**config.mk**
```make
export PLATFORM = sky130hd
export DESIGN_NAME = erasure_parity_encoder_gf256
export DESIGN_NICKNAME = d
export VERILOG_FILES = /design/src/epe_pkg.sv /design/src/erasure_parity_encoder_gf256.sv /design/src/epe_cell.sv
export SDC_FILE = /design/constraint.sdc
export NUM_CORES = 2
export LEC_CHECK = 0
export ABC_AREA = 1
export BUFFER_PORTS_ARGS = -buffer_cell sky130_fd_sc_hd__buf_2
export CORE_UTILIZATION = 50
export CTS_BUF_LIST = sky130_fd_sc_hd__clkbuf_2 sky130_fd_sc_hd__clkbuf_4 sky130_fd_sc_hd__clkbuf_8
export DETAILED_ROUTE_END_ITERATION = 7
export PLACE_DENSITY = 0.72
export SYNTH_ARGS = -nofsm -noshare
export SYNTH_HDL_FRONTEND = slang
export SYNTH_SLANG_ARGS = --single-unit
```
**constraint.sdc**
```tcl
create_clock -name aclk -period 6.7 [get_ports aclk]
set_input_delay 0.67 -clock aclk [delete_from_list [all_inputs] [get_ports aclk]]
set_output_delay 0.67 -clock aclk [all_outputs]
set_load 0.005 [all_outputs]
```
**src/epe_pkg.sv**
```systemverilog
// shared constants, types and GF(2^8) arithmetic for the erasure parity encoder
package epe_pkg;

    // number of parity cells in the chain
    localparam int MAX_PARITY = 16;
    // byte and field widths
    localparam int BYTE_W     = 8;
    localparam int ROW_OUT_W  = 4;
    localparam int DSC_W      = 8;
    localparam int PSC_W      = 5;
    // counters over the parity rows
    localparam int ROW_W      = (MAX_PARITY > 1) ? $clog2(MAX_PARITY) : 1;
    localparam int CNT_W      = $clog2(MAX_PARITY + 1);
    // configuration register indexes
    localparam int CFG_IDX_W  = 1;
    localparam logic [CFG_IDX_W-1:0] REG_SHARD_COUNT = 1'b0;
    localparam logic [CFG_IDX_W-1:0] REG_ROW_COUNT   = 1'b1;
    // register reset values
    localparam logic [DSC_W-1:0] DSC_RESET = 8'd4;
    localparam logic [PSC_W-1:0] PSC_RESET = 5'd2;
    // field polynomial low byte and top bit
    localparam logic [BYTE_W-1:0] GF_POLY_LOW = 8'h1d;
    localparam logic [BYTE_W-1:0] GF_TOP_BIT  = 8'h80;
    localparam logic [BYTE_W-1:0] GF_ONE      = 8'h01;

    // control handed from the top level to every cell
    typedef struct packed {
        logic accept;   // an item is taken this cycle
        logic col_end;  // the item closes its column
        logic shift;    // a parity item is taken at the output
    } cell_ctl_t;

    // multiply by alpha
    function automatic logic [BYTE_W-1:0] gf_xtime(input logic [BYTE_W-1:0] v);
        logic [BYTE_W-1:0] s;
        s = {v[BYTE_W-2:0], 1'b0};
        return ((v & GF_TOP_BIT) != '0) ? (s ^ GF_POLY_LOW) : s;
    endfunction

    // shift and add product
    function automatic logic [BYTE_W-1:0] gf_mul(input logic [BYTE_W-1:0] a,
                                                 input logic [BYTE_W-1:0] b);
        logic [BYTE_W-1:0] p;
        logic [BYTE_W-1:0] x;
        p = '0;
        x = a;
        for (int i = 0; i < BYTE_W; i++) begin
            if (b[i]) begin
                p = p ^ x;
            end
            x = gf_xtime(x);
        end
        return p;
    endfunction

endpackage

```
**src/erasure_parity_encoder_gf256.sv**
```systemverilog
// top level of the GF(2^8) erasure parity encoder
// Usage:
//   s_ channel: one data byte per item, column by column, shards 0 to k-1.
//   m_ channel: m parity items per column, row in m_tuser, byte in m_tdata,
//   m_tlast on the final row of the column.
//   cfg channel: index 0 writes k (data shards), index 1 writes m (parity
//   rows); write only while no column is open and no parity item pending.
// Throughput: one data byte per cycle. Every parity row has its own cell,
// so all rows update together. The byte that closes a column is held off
// while the previous column's parity items are still in the output chain,
// up to the cycle in which the last of them is taken; the chain drains one
// item per cycle while the receiver takes them.
// Parity row 0 is offered in the cycle after the closing byte is taken.
// Reset: accumulators and shard counter clear, k = 4, m = 2, no output.
// Receiver stall: the output chain holds its items; data bytes that do not
// close a column are still taken, the closing byte waits for the chain.
module erasure_parity_encoder_gf256 (
    input  logic                              aclk,
    input  logic                              aresetn,
    // data input
    input  logic                              s_tvalid,
    output logic                              s_tready,
    input  logic [7:0]                        s_tdata,   // [7:0] data_byte
    // parity output
    output logic                              m_tvalid,
    input  logic                              m_tready,
    output logic [7:0]                        m_tdata,   // [7:0] parity_byte
    output logic [3:0]                        m_tuser,   // [3:0] row index
    output logic                              m_tlast,
    // configuration writes
    input  logic                              cfg_valid,
    output logic                              cfg_ready,
    input  logic [epe_pkg::CFG_IDX_W-1:0]     cfg_index,
    input  logic [7:0]                        cfg_data
);

    logic [epe_pkg::DSC_W-1:0] dsc_reg, dsc_next;
    logic [epe_pkg::PSC_W-1:0] psc_reg, psc_next;
    logic [epe_pkg::DSC_W-1:0] shard_reg, shard_next;
    logic [epe_pkg::CNT_W-1:0] pend_reg, pend_next;
    logic [epe_pkg::ROW_W-1:0] row_reg, row_next;
    logic [epe_pkg::DSC_W:0]   shard_inc;
    logic [epe_pkg::DSC_W:0]   k_eff;
    logic [epe_pkg::CNT_W-1:0] m_eff;
    logic                      col_end;
    logic                      s_acc;
    logic                      m_acc;
    epe_pkg::cell_ctl_t        ctl;

    logic [epe_pkg::BYTE_W-1:0] step_w [epe_pkg::MAX_PARITY+1];
    logic [epe_pkg::BYTE_W-1:0] snap_w [epe_pkg::MAX_PARITY+1];

    // configuration registers
    assign cfg_ready = 1'b1;

    always_comb begin
        dsc_next = dsc_reg;
        psc_next = psc_reg;
        if (cfg_valid) begin
            case (cfg_index)
                epe_pkg::REG_SHARD_COUNT: dsc_next = cfg_data;
                epe_pkg::REG_ROW_COUNT:   psc_next = cfg_data[epe_pkg::PSC_W-1:0];
                default: ;
            endcase
        end
    end

    // effective shard and row counts
    assign k_eff = (dsc_reg == '0) ? (epe_pkg::DSC_W+1)'(1) : {1'b0, dsc_reg};
    always_comb begin
        if (psc_reg == '0) begin
            m_eff = epe_pkg::CNT_W'(1);
        end else if (int'(psc_reg) > epe_pkg::MAX_PARITY) begin
            m_eff = epe_pkg::CNT_W'(epe_pkg::MAX_PARITY);
        end else begin
            m_eff = epe_pkg::CNT_W'(psc_reg);
        end
    end

    // column end detection and input handshake, the last pending item may leave alongside
    assign shard_inc = {1'b0, shard_reg} + (epe_pkg::DSC_W+1)'(1);
    assign col_end   = (shard_inc >= k_eff);
    assign s_tready  = (pend_reg == '0) || !col_end ||
                       ((pend_reg == epe_pkg::CNT_W'(1)) && m_tready);
    assign s_acc     = s_tvalid && s_tready;
    assign m_acc     = m_tvalid && m_tready;

    // shard counter, pending count and output row
    always_comb begin
        shard_next = shard_reg;
        pend_next  = pend_reg;
        row_next   = row_reg;
        if (m_acc) begin
            pend_next = pend_reg - epe_pkg::CNT_W'(1);
            row_next  = row_reg + epe_pkg::ROW_W'(1);
        end
        if (s_acc) begin
            if (col_end) begin
                shard_next = '0;
                pend_next  = m_eff;
                row_next   = '0;
            end else begin
                shard_next = shard_inc[epe_pkg::DSC_W-1:0];
            end
        end
    end

    always_ff @(posedge aclk) begin
        if (!aresetn) begin
            dsc_reg   <= epe_pkg::DSC_RESET;
            psc_reg   <= epe_pkg::PSC_RESET;
            shard_reg <= '0;
            pend_reg  <= '0;
            row_reg   <= '0;
        end else begin
            dsc_reg   <= dsc_next;
            psc_reg   <= psc_next;
            shard_reg <= shard_next;
            pend_reg  <= pend_next;
            row_reg   <= row_next;
        end
    end

    // chain of parity cells
    assign ctl.accept  = s_acc;
    assign ctl.col_end = col_end;
    assign ctl.shift   = m_acc;
    assign step_w[0]   = epe_pkg::GF_ONE;
    assign snap_w[epe_pkg::MAX_PARITY] = '0;

    for (genvar r = 0; r < epe_pkg::MAX_PARITY; r++) begin : g_cell
        epe_cell u_cell (
            .aclk      (aclk),
            .aresetn   (aresetn),
            .ctl       (ctl),
            .data_byte (s_tdata),
            .step_in   (step_w[r]),
            .step_out  (step_w[r+1]),
            .snap_in   (snap_w[r+1]),
            .snap_out  (snap_w[r])
        );
    end

    // output channel
    assign m_tvalid = (pend_reg != '0);
    assign m_tdata  = snap_w[0];
    assign m_tuser  = 4'(row_reg);
    assign m_tlast  = (pend_reg == epe_pkg::CNT_W'(1));

    // pending count never exceeds the number of cells
    a_pend_bound: assert property (@(posedge aclk) disable iff (!aresetn)
        int'(pend_reg) <= epe_pkg::MAX_PARITY)
        else $error("pending parity count out of range");

    // a closing byte starts its column's output at row zero
    a_col_start: assert property (@(posedge aclk) disable iff (!aresetn)
        (s_acc && col_end) |=> (m_tvalid && row_reg == '0))
        else $error("column output did not start at row zero");

    // a closing byte is only taken when the output chain is empty or emptying
    a_chain_free: assert property (@(posedge aclk) disable iff (!aresetn)
        (s_acc && col_end) |->
            ((pend_reg == '0) || (pend_reg == epe_pkg::CNT_W'(1) && m_acc)))
        else $error("column closed while parity items pending");

    // rows advance by one per output item within a column
    a_row_step: assert property (@(posedge aclk) disable iff (!aresetn)
        (m_acc && !m_tlast) |=> (row_reg == $past(row_reg) + epe_pkg::ROW_W'(1)))
        else $error("parity row did not advance");

endmodule

```
**src/epe_cell.sv**
```systemverilog
// one parity cell: accumulator, running coefficient and output snapshot stage
module epe_cell (
    input  logic                          aclk,
    input  logic                          aresetn,
    input  epe_pkg::cell_ctl_t            ctl,
    input  logic [epe_pkg::BYTE_W-1:0]    data_byte,
    input  logic [epe_pkg::BYTE_W-1:0]    step_in,   // alpha^r for this cell
    output logic [epe_pkg::BYTE_W-1:0]    step_out,  // alpha^(r+1) for the next cell
    input  logic [epe_pkg::BYTE_W-1:0]    snap_in,   // snapshot of the next cell
    output logic [epe_pkg::BYTE_W-1:0]    snap_out
);

    logic [epe_pkg::BYTE_W-1:0] acc_reg, acc_next;
    logic [epe_pkg::BYTE_W-1:0] coef_reg, coef_next;
    logic [epe_pkg::BYTE_W-1:0] snap_reg, snap_next;
    logic [epe_pkg::BYTE_W-1:0] term;
    logic [epe_pkg::BYTE_W-1:0] acc_sum;

    // step constant for the neighbour
    assign step_out = epe_pkg::gf_xtime(step_in);

    // contribution of this byte, coefficient alpha^(r*j)
    assign term    = epe_pkg::gf_mul(data_byte, coef_reg);
    assign acc_sum = acc_reg ^ term;

    // accumulator and coefficient update
    always_comb begin
        acc_next  = acc_reg;
        coef_next = coef_reg;
        if (ctl.accept) begin
            if (ctl.col_end) begin
                acc_next  = '0;
                coef_next = epe_pkg::GF_ONE;
            end else begin
                acc_next  = acc_sum;
                coef_next = epe_pkg::gf_mul(coef_reg, step_in);
            end
        end
    end

    // snapshot stage: load at column end, shift towards cell zero on output
    always_comb begin
        snap_next = snap_reg;
        if (ctl.accept && ctl.col_end) begin
            snap_next = acc_sum;
        end else if (ctl.shift) begin
            snap_next = snap_in;
        end
    end

    always_ff @(posedge aclk) begin
        if (!aresetn) begin
            acc_reg  <= '0;
            coef_reg <= epe_pkg::GF_ONE;
        end else begin
            acc_reg  <= acc_next;
            coef_reg <= coef_next;
        end
    end

    always_ff @(posedge aclk) begin
        snap_reg <= snap_next;
    end

    assign snap_out = snap_reg;

endmodule

```
Word level (Yosys, flattened, before mapping)
Index checks and enable logic that the tools add are counted.

word-level totals
  output and inout bits = 16
  bits in registers = 414
  bits of input ports = 22

operators by class
  reduce and logical (&&, ||, !) cells = 15
  equal/unequal tests = 1
  multiplexer cells = 342
  add/sub/neg operators = 3
  bitwise gates (word level) = 243
  magnitude comparators = 2

operators by type and width
  kind                                                   number
  2-to-1 mux 8 bit                                       254
  XOR 8 bit                                              162
  2-to-1 mux 5 bit                                       85
  NOT 4 bit                                              80
  2-to-1 mux 4 bit                                       3
  zero test 5 bit                                        2
  adder 8 x 1 -> 9 bit (second input constant)           1
  >= comparator 9 x 8 -> 1 bit                           1
  zero test 8 bit                                        1
  AND reduction 2 bit                                    3
  equality test 5 x 1 -> 1 bit (second input constant)   1
  greater-than comparator 5 bit (second input constant)  1
  nonzero test 5 bit                                     1
  subtractor 5 x 1 -> 5 bit (second input constant)      1
  adder 4 x 1 -> 4 bit (second input constant)           1
  logical AND 1 bit                                      4
  logical OR 1 bit                                       2
  nonzero test 2 bit                                     1
  zero test 1 bit                                        1
  NOT 1 bit                                              1

Logic depth before layout (Yosys ltp)
  depth after elaboration = 23
  depth in mapped cells = 21
  depth with buffers taken out = 19

Hierarchy
From an unflattened synthesis, not the netlist that was laid out.

second synthesis, totals
  cell total of the unflattened synthesis = 12279
  area, all modules = 69479.1 sq um

by module, submodules not included
  module                            instances  sequential area each (sq um)  cells each  area an instance (sq um)
  epe_cell (g_cell[10].u_cell ...)  15         560.5                         752         4246.6
  epe_cell (g_cell[0].u_cell)       1          560.5                         752         4033.9
  erasure_parity_encoder_gf256      1          600.6                         247         1746.7

Worst setup path before layout
Ideal clock, no wire load.

  path type = reg2reg
  start point = register shard_reg[0] in the netlist's numbering
  end point = register g_cell[0].u_cell.snap_reg, in the netlist g_cell[0].u_cell.snap_out[0] (enable)
  buffers on the path = 2
  arrival = 4321 ps
  path slack = 1258 ps
  stages on the path, launching flop included = 14
  period minus slack after synthesis = 5442 ps
  setup time = 1121 ps
  path through = dfxtp_1 ha_1 nand3_2 nor2_2 xor2_1 ha_1 a21oi_1 o21ai_0 a21oi_1 nand3_2 nand3_1 buf_2 buf_2 nand2_1

on the way
  longest elaborated chain between the ends = 8

RTL lines
  item                                   RTL line                             RTL
  start: declaration                     erasure_parity_encoder_gf256.sv:39   logic [epe_pkg::DSC_W-1:0] shard_reg, shard_next;
  start signal: assignment               erasure_parity_encoder_gf256.sv:118  shard_reg <= shard_next;
  adder 8 x 1 -> 9 bit *                 erasure_parity_encoder_gf256.sv:81   assign shard_inc = {1'b0, shard_reg} + (epe_pkg::DSC_W+1)'(1);
  >= comparator 9 x 8 -> 1 bit *         erasure_parity_encoder_gf256.sv:82   assign col_end = (shard_inc >= k_eff);
  zero test 1 bit                        erasure_parity_encoder_gf256.sv:83   assign s_tready = (pend_reg == '0) || !col_end ||
  logical OR 1 bit (2 in series)         erasure_parity_encoder_gf256.sv:83
  logical AND 1 bit                      erasure_parity_encoder_gf256.sv:85   assign s_acc = s_tvalid && s_tready;
  logical AND 1 bit *                    epe_cell.sv:44                       if (ctl.accept && ctl.col_end) begin
  nonzero test 2 bit (no source line) *  -
  end signal: assignment                 epe_cell.sv:62                       snap_reg <= snap_next;
  end: declaration                       epe_cell.sv:15                       logic [epe_pkg::BYTE_W-1:0] snap_reg, snap_next;

Every way passes the cells marked *; elsewhere a longest branch is shown, timed or not.
A chain may end at the register's enable or synchronous reset.

Final worst setup path
  start point = register shard_reg[0] in the netlist's numbering
  end point = register g_cell[4].u_cell.coef_reg[5] in the netlist's numbering

on the way
  longest elaborated chain between the ends = 6
  elaborated cells on any way between the ends = 7
  those cells by class = add/sub (1); order compare (1); mux (1); reduce/logical (4)

RTL lines
  item                            RTL line                            RTL
  adder 8 x 1 -> 9 bit *          erasure_parity_encoder_gf256.sv:81
  >= comparator 9 x 8 -> 1 bit *  erasure_parity_encoder_gf256.sv:82
  zero test 1 bit                 erasure_parity_encoder_gf256.sv:83
  logical OR 1 bit (2 in series)  erasure_parity_encoder_gf256.sv:83
  logical AND 1 bit               erasure_parity_encoder_gf256.sv:85
  end signal: assignment          epe_cell.sv:54                      coef_reg <= epe_pkg::GF_ONE;
  end signal: assignment          epe_cell.sv:57                      coef_reg <= coef_next;
  end: declaration                epe_cell.sv:14                      logic [epe_pkg::BYTE_W-1:0] coef_reg, coef_next;

Marked as above.

==> flow_metrics.tcl <==
set metrics [dict create \
    status "completed" \
    portBuffers 36 \
    compound_gate_portion_of_the_synthesized_area_pct 5.562 \
    hp-class "in2reg" \
    cts.repair_timing.setup_buffer_count 0 \
    worst_clock_skew_ns 0.03766 \
    avgRoutedWirePerCell_um 17.09 \
    worstPathMaxFanout 47 \
    wirelength_um 105600 \
    relSlewSlack_pct 21.37 \
    critical_path.top_delay_family "simple AND/OR/NAND/NOR gates" \
    max_capacitance_violation_total 0 \
    dr_total_vias 32809 \
    synth-warning-count 0 \
    drc 0 \
    tritoncts "built" \
    post_cts_resized 0 \
    root_buf_cell "sky130_fd_sc_hd__clkbuf_8" \
    critical-path-slowest-cell "sky130_fd_sc_hd__clkinv_1" \
    ys_seq_area_share_pct 27.20 \
    synth_top_family_by_area "simple AND/OR/NAND/NOR gates" \
    total_global_route_track_usage_pct 29.76 \
    nNetsFinal 5216 \
    grt_antenna_before_repair 3 \
    placedInstanceArea_um2 34650 \
    timing.final.setup_violations 0 \
    layout.cells.most_common_list "sky130_fd_sc_hd__nand2_1, sky130_fd_sc_hd__xor2_1, sky130_fd_sc_hd__inv_1, sky130_fd_sc_hd__xnor2_1, sky130_fd_sc_hd__nor2_1" \
    cts.reportedPaths.clkPinSlew_ns 0.06 \
    multi_input_area_um2 21980 \
    commonest_non_fill_non_tap_cell_in_the_layout "sky130_fd_sc_hd__nand2_1" \
    timing.critical_path.cells "ha_1 > nand3_2 > nor2_2 > xor2_1 > ha_1 > a21oi_1 > o21ai_0 > a21oi_1 > nand3_2 > nand3_4 > nand2_1 > buf_4 > clkinv_1 > nand2_1 > nor2_1" \
    worst_ep_required_time_ns 7.29 \
    post-route-cell-area_um2 36260 \
    vias_per_cell 5.312 \
    crit_path_end_kind "register" \
    timing.final.crit_share_pct 69.39 \
    synthToLayoutAreaGrowth_pct 4.817 \
    path_class "reg2reg" \
    numCtsBuffers 77 \
    drt_pre_antenna_iters 7 \
    fin_tns_setup_ns 0 \
    syn_nets 5401 \
    overflow_after_grt 0 \
    postSynthRegisterBits 406 \
    final.min_clock_period_ns 4.649 \
    layout.area.seq_um2 9409 \
    final_layout_size_suffix_gt1_share_pct 5.378 \
    wire_length_of_the_first_global_routing_pass_um 165600 \
    syn_inst 5367 \
    powerDensity_nw_per_um2 434.2 \
    yosys.area_share.adder_pct 0.4340 \
    syn_avg_cell_area_um2 6.446 \
    grt_max_degree 144 \
    largest_area_contributor_in_the_synthesized_netlist "sky130_fd_sc_hd__nand2_1" \
    routability_congestion_estimate 0.9239 \
    post_layout_nonfiller_instances 6176 \
    num-fill-cells 6719 \
    postRouteAntennaNets 0 \
    synth_top_area_share_pct 22.57 \
    die_y_um 265.1 \
    totalPowerFinal_w 0.01575 \
    post_synth_instance_area_um2 34600 \
    clock_tree.buffer_depth 3 \
    vdd_ir_drop_max_uv 500.7 \
    ctsHoldBuffers 0 \
    synth_simple_gate_area_share_pct 34.77 \
    crit_arrival_ns 5.24 \
    drtIter0Drc 3096 \
    grt_setup_unrepaired "false" \
    cts_max_level 3 \
    worst_skew_pair.late_latency_ns 0.71 \
    worst_path_largest_cell_delay_ns 0.95 \
    placedCellCount 6034 \
    first_global_vias 30161 \
    critPathLaunchType "register" \
    floorplan.die_area_um2 70250 \
    leak_nw 15.68 \
    start_util_pct 50.45 \
    report.final.slew_viol_count 0 \
    cts_sinks 406 \
    half_perimeter_wire_length_after_detailed_placement_um 65860 \
    critical_path.n_buffers_inverters 2 \
    max_clock_freq_mhz 215.1 \
    timing_worst_slew_pin_value_ns 1.172 \
    count_of_different_cell_masters_after_synthesis 47 \
    placement.setup.worst_slack_ns 2.034 \
    number_of_hold_slack_violations_in_the_final_timing_report 0 \
    design.core.area_um2 68590 \
    yosys.area_share.xor_xnor_pct 22.64 \
    muxShareOfSynthArea_pct 0 \
    synthTopCellsByArea "sky130_fd_sc_hd__nand2_1, sky130_fd_sc_hd__dfxtp_1, sky130_fd_sc_hd__xor2_1" \
    fp-row-count 96 \
    final_critical_path_setup_slack_ns 2.051 \
    die-width_um 265.1 \
    design.portCount 38 \
]
metrics by stage:
stage / utilization, % / hold slack, ns
6_report: 52.88 / 0.2401
5_1_grt: 52.88 / 0.2459
4_1_cts: 52.87 / 0.1990
3_5_place_dp: 50.52 / 0.4550
3_3_place_gp: 50.52 / 0.4525
2_1_floorplan: - / 0.4298
power by group:
group	total [W]	switching [W]	internal [W]
Clock	0.00263	0.00118	0.00145
Sequential	0.00462	0.00104	0.00359
Combinational	0.00849	0.00512	0.00337
path summary, 6_finish.rpt:
check | startpoint | end | slack, ns | depth (start not counted)
max reg2reg | shard_reg[0] | g_cell[4].u_cell.coef_reg[5] | 2.05 | 15
min | cfg_data[2] | dsc_reg[2] | 0.24 | 3
min reg2reg | psc_reg[0] | psc_reg[0] | 0.46 | 2
max | shard_reg[0] | g_cell[4].u_cell.coef_reg[5] | 2.05 | 15
logic make-up after synthesis:
logic type,count (synthesis)
AO/OA/AOI/OAI,368
AND/OR/NAND/NOR,2930
flip-flops,406
adder cells (fa/ha/maj),12
XOR/XNOR,889
buffers and inverters,761
other,1
Yosys cell counts, drive strengths merged:
cell    number
nand2b       8
o21ai       84
nand2     2108
xnor3        1
inv        427
nand3      326
ha          12
o211ai      13
dfxtp      278
o211a        2
a21oi      253
clkinv       6
a41o         1
buf        185
o21bai       9
a31oi        2
nor4         1
xnor2      387
nand4       16
nand3b      74
edfxtp     128
a211oi       2
a21o         2
nor2       344
clkbuf     143
or2         44
conb         1
nor3         6
xor2       501
nor3b        3
layer usage:
layer  share of wire, %  track usage [%]  vias up  wire, µm
met5              0.021                0        -        22
met4                4.6            13.98        4      4878
met3                9.4            4.620      287      9955
met2                 44            48.11     1399     46580
met1                 42            38.91    15013     44110
li1                   -                -    16106         -
worst reg2reg max path: stages (launching register included):
cell,delay (ns)
sky130_fd_sc_hd__dfxtp_1,0.42
sky130_fd_sc_hd__ha_1,0.23
sky130_fd_sc_hd__nand3_2,0.11
sky130_fd_sc_hd__nor2_2,0.15
sky130_fd_sc_hd__xor2_1,0.11
sky130_fd_sc_hd__ha_1,0.33
sky130_fd_sc_hd__a21oi_1,0.08
sky130_fd_sc_hd__o21ai_0,0.17
sky130_fd_sc_hd__a21oi_1,0.07
sky130_fd_sc_hd__nand3_2,0.15
sky130_fd_sc_hd__nand3_4,0.59
sky130_fd_sc_hd__nand2_1,0.48
sky130_fd_sc_hd__buf_4,0.31
sky130_fd_sc_hd__clkinv_1,0.97
sky130_fd_sc_hd__nand2_1,0.35
sky130_fd_sc_hd__nor2_1,0.06
area by class of cell:
type | count | share of cell area (%)
Sequential cell | 406 | 25.95
Clock inverter | 23 | 0.4485
Inverter | 433 | 4.530
Timing Repair Buffer | 64 | 1.263
Multi-Input combinational cell | 4200 | 60.60
Clock buffer | 118 | 3.995
Antenna cell | 1 | 0.006900
Tap cell | 931 | 3.212
Note: power is estimated with default switching activity, not from simulation.
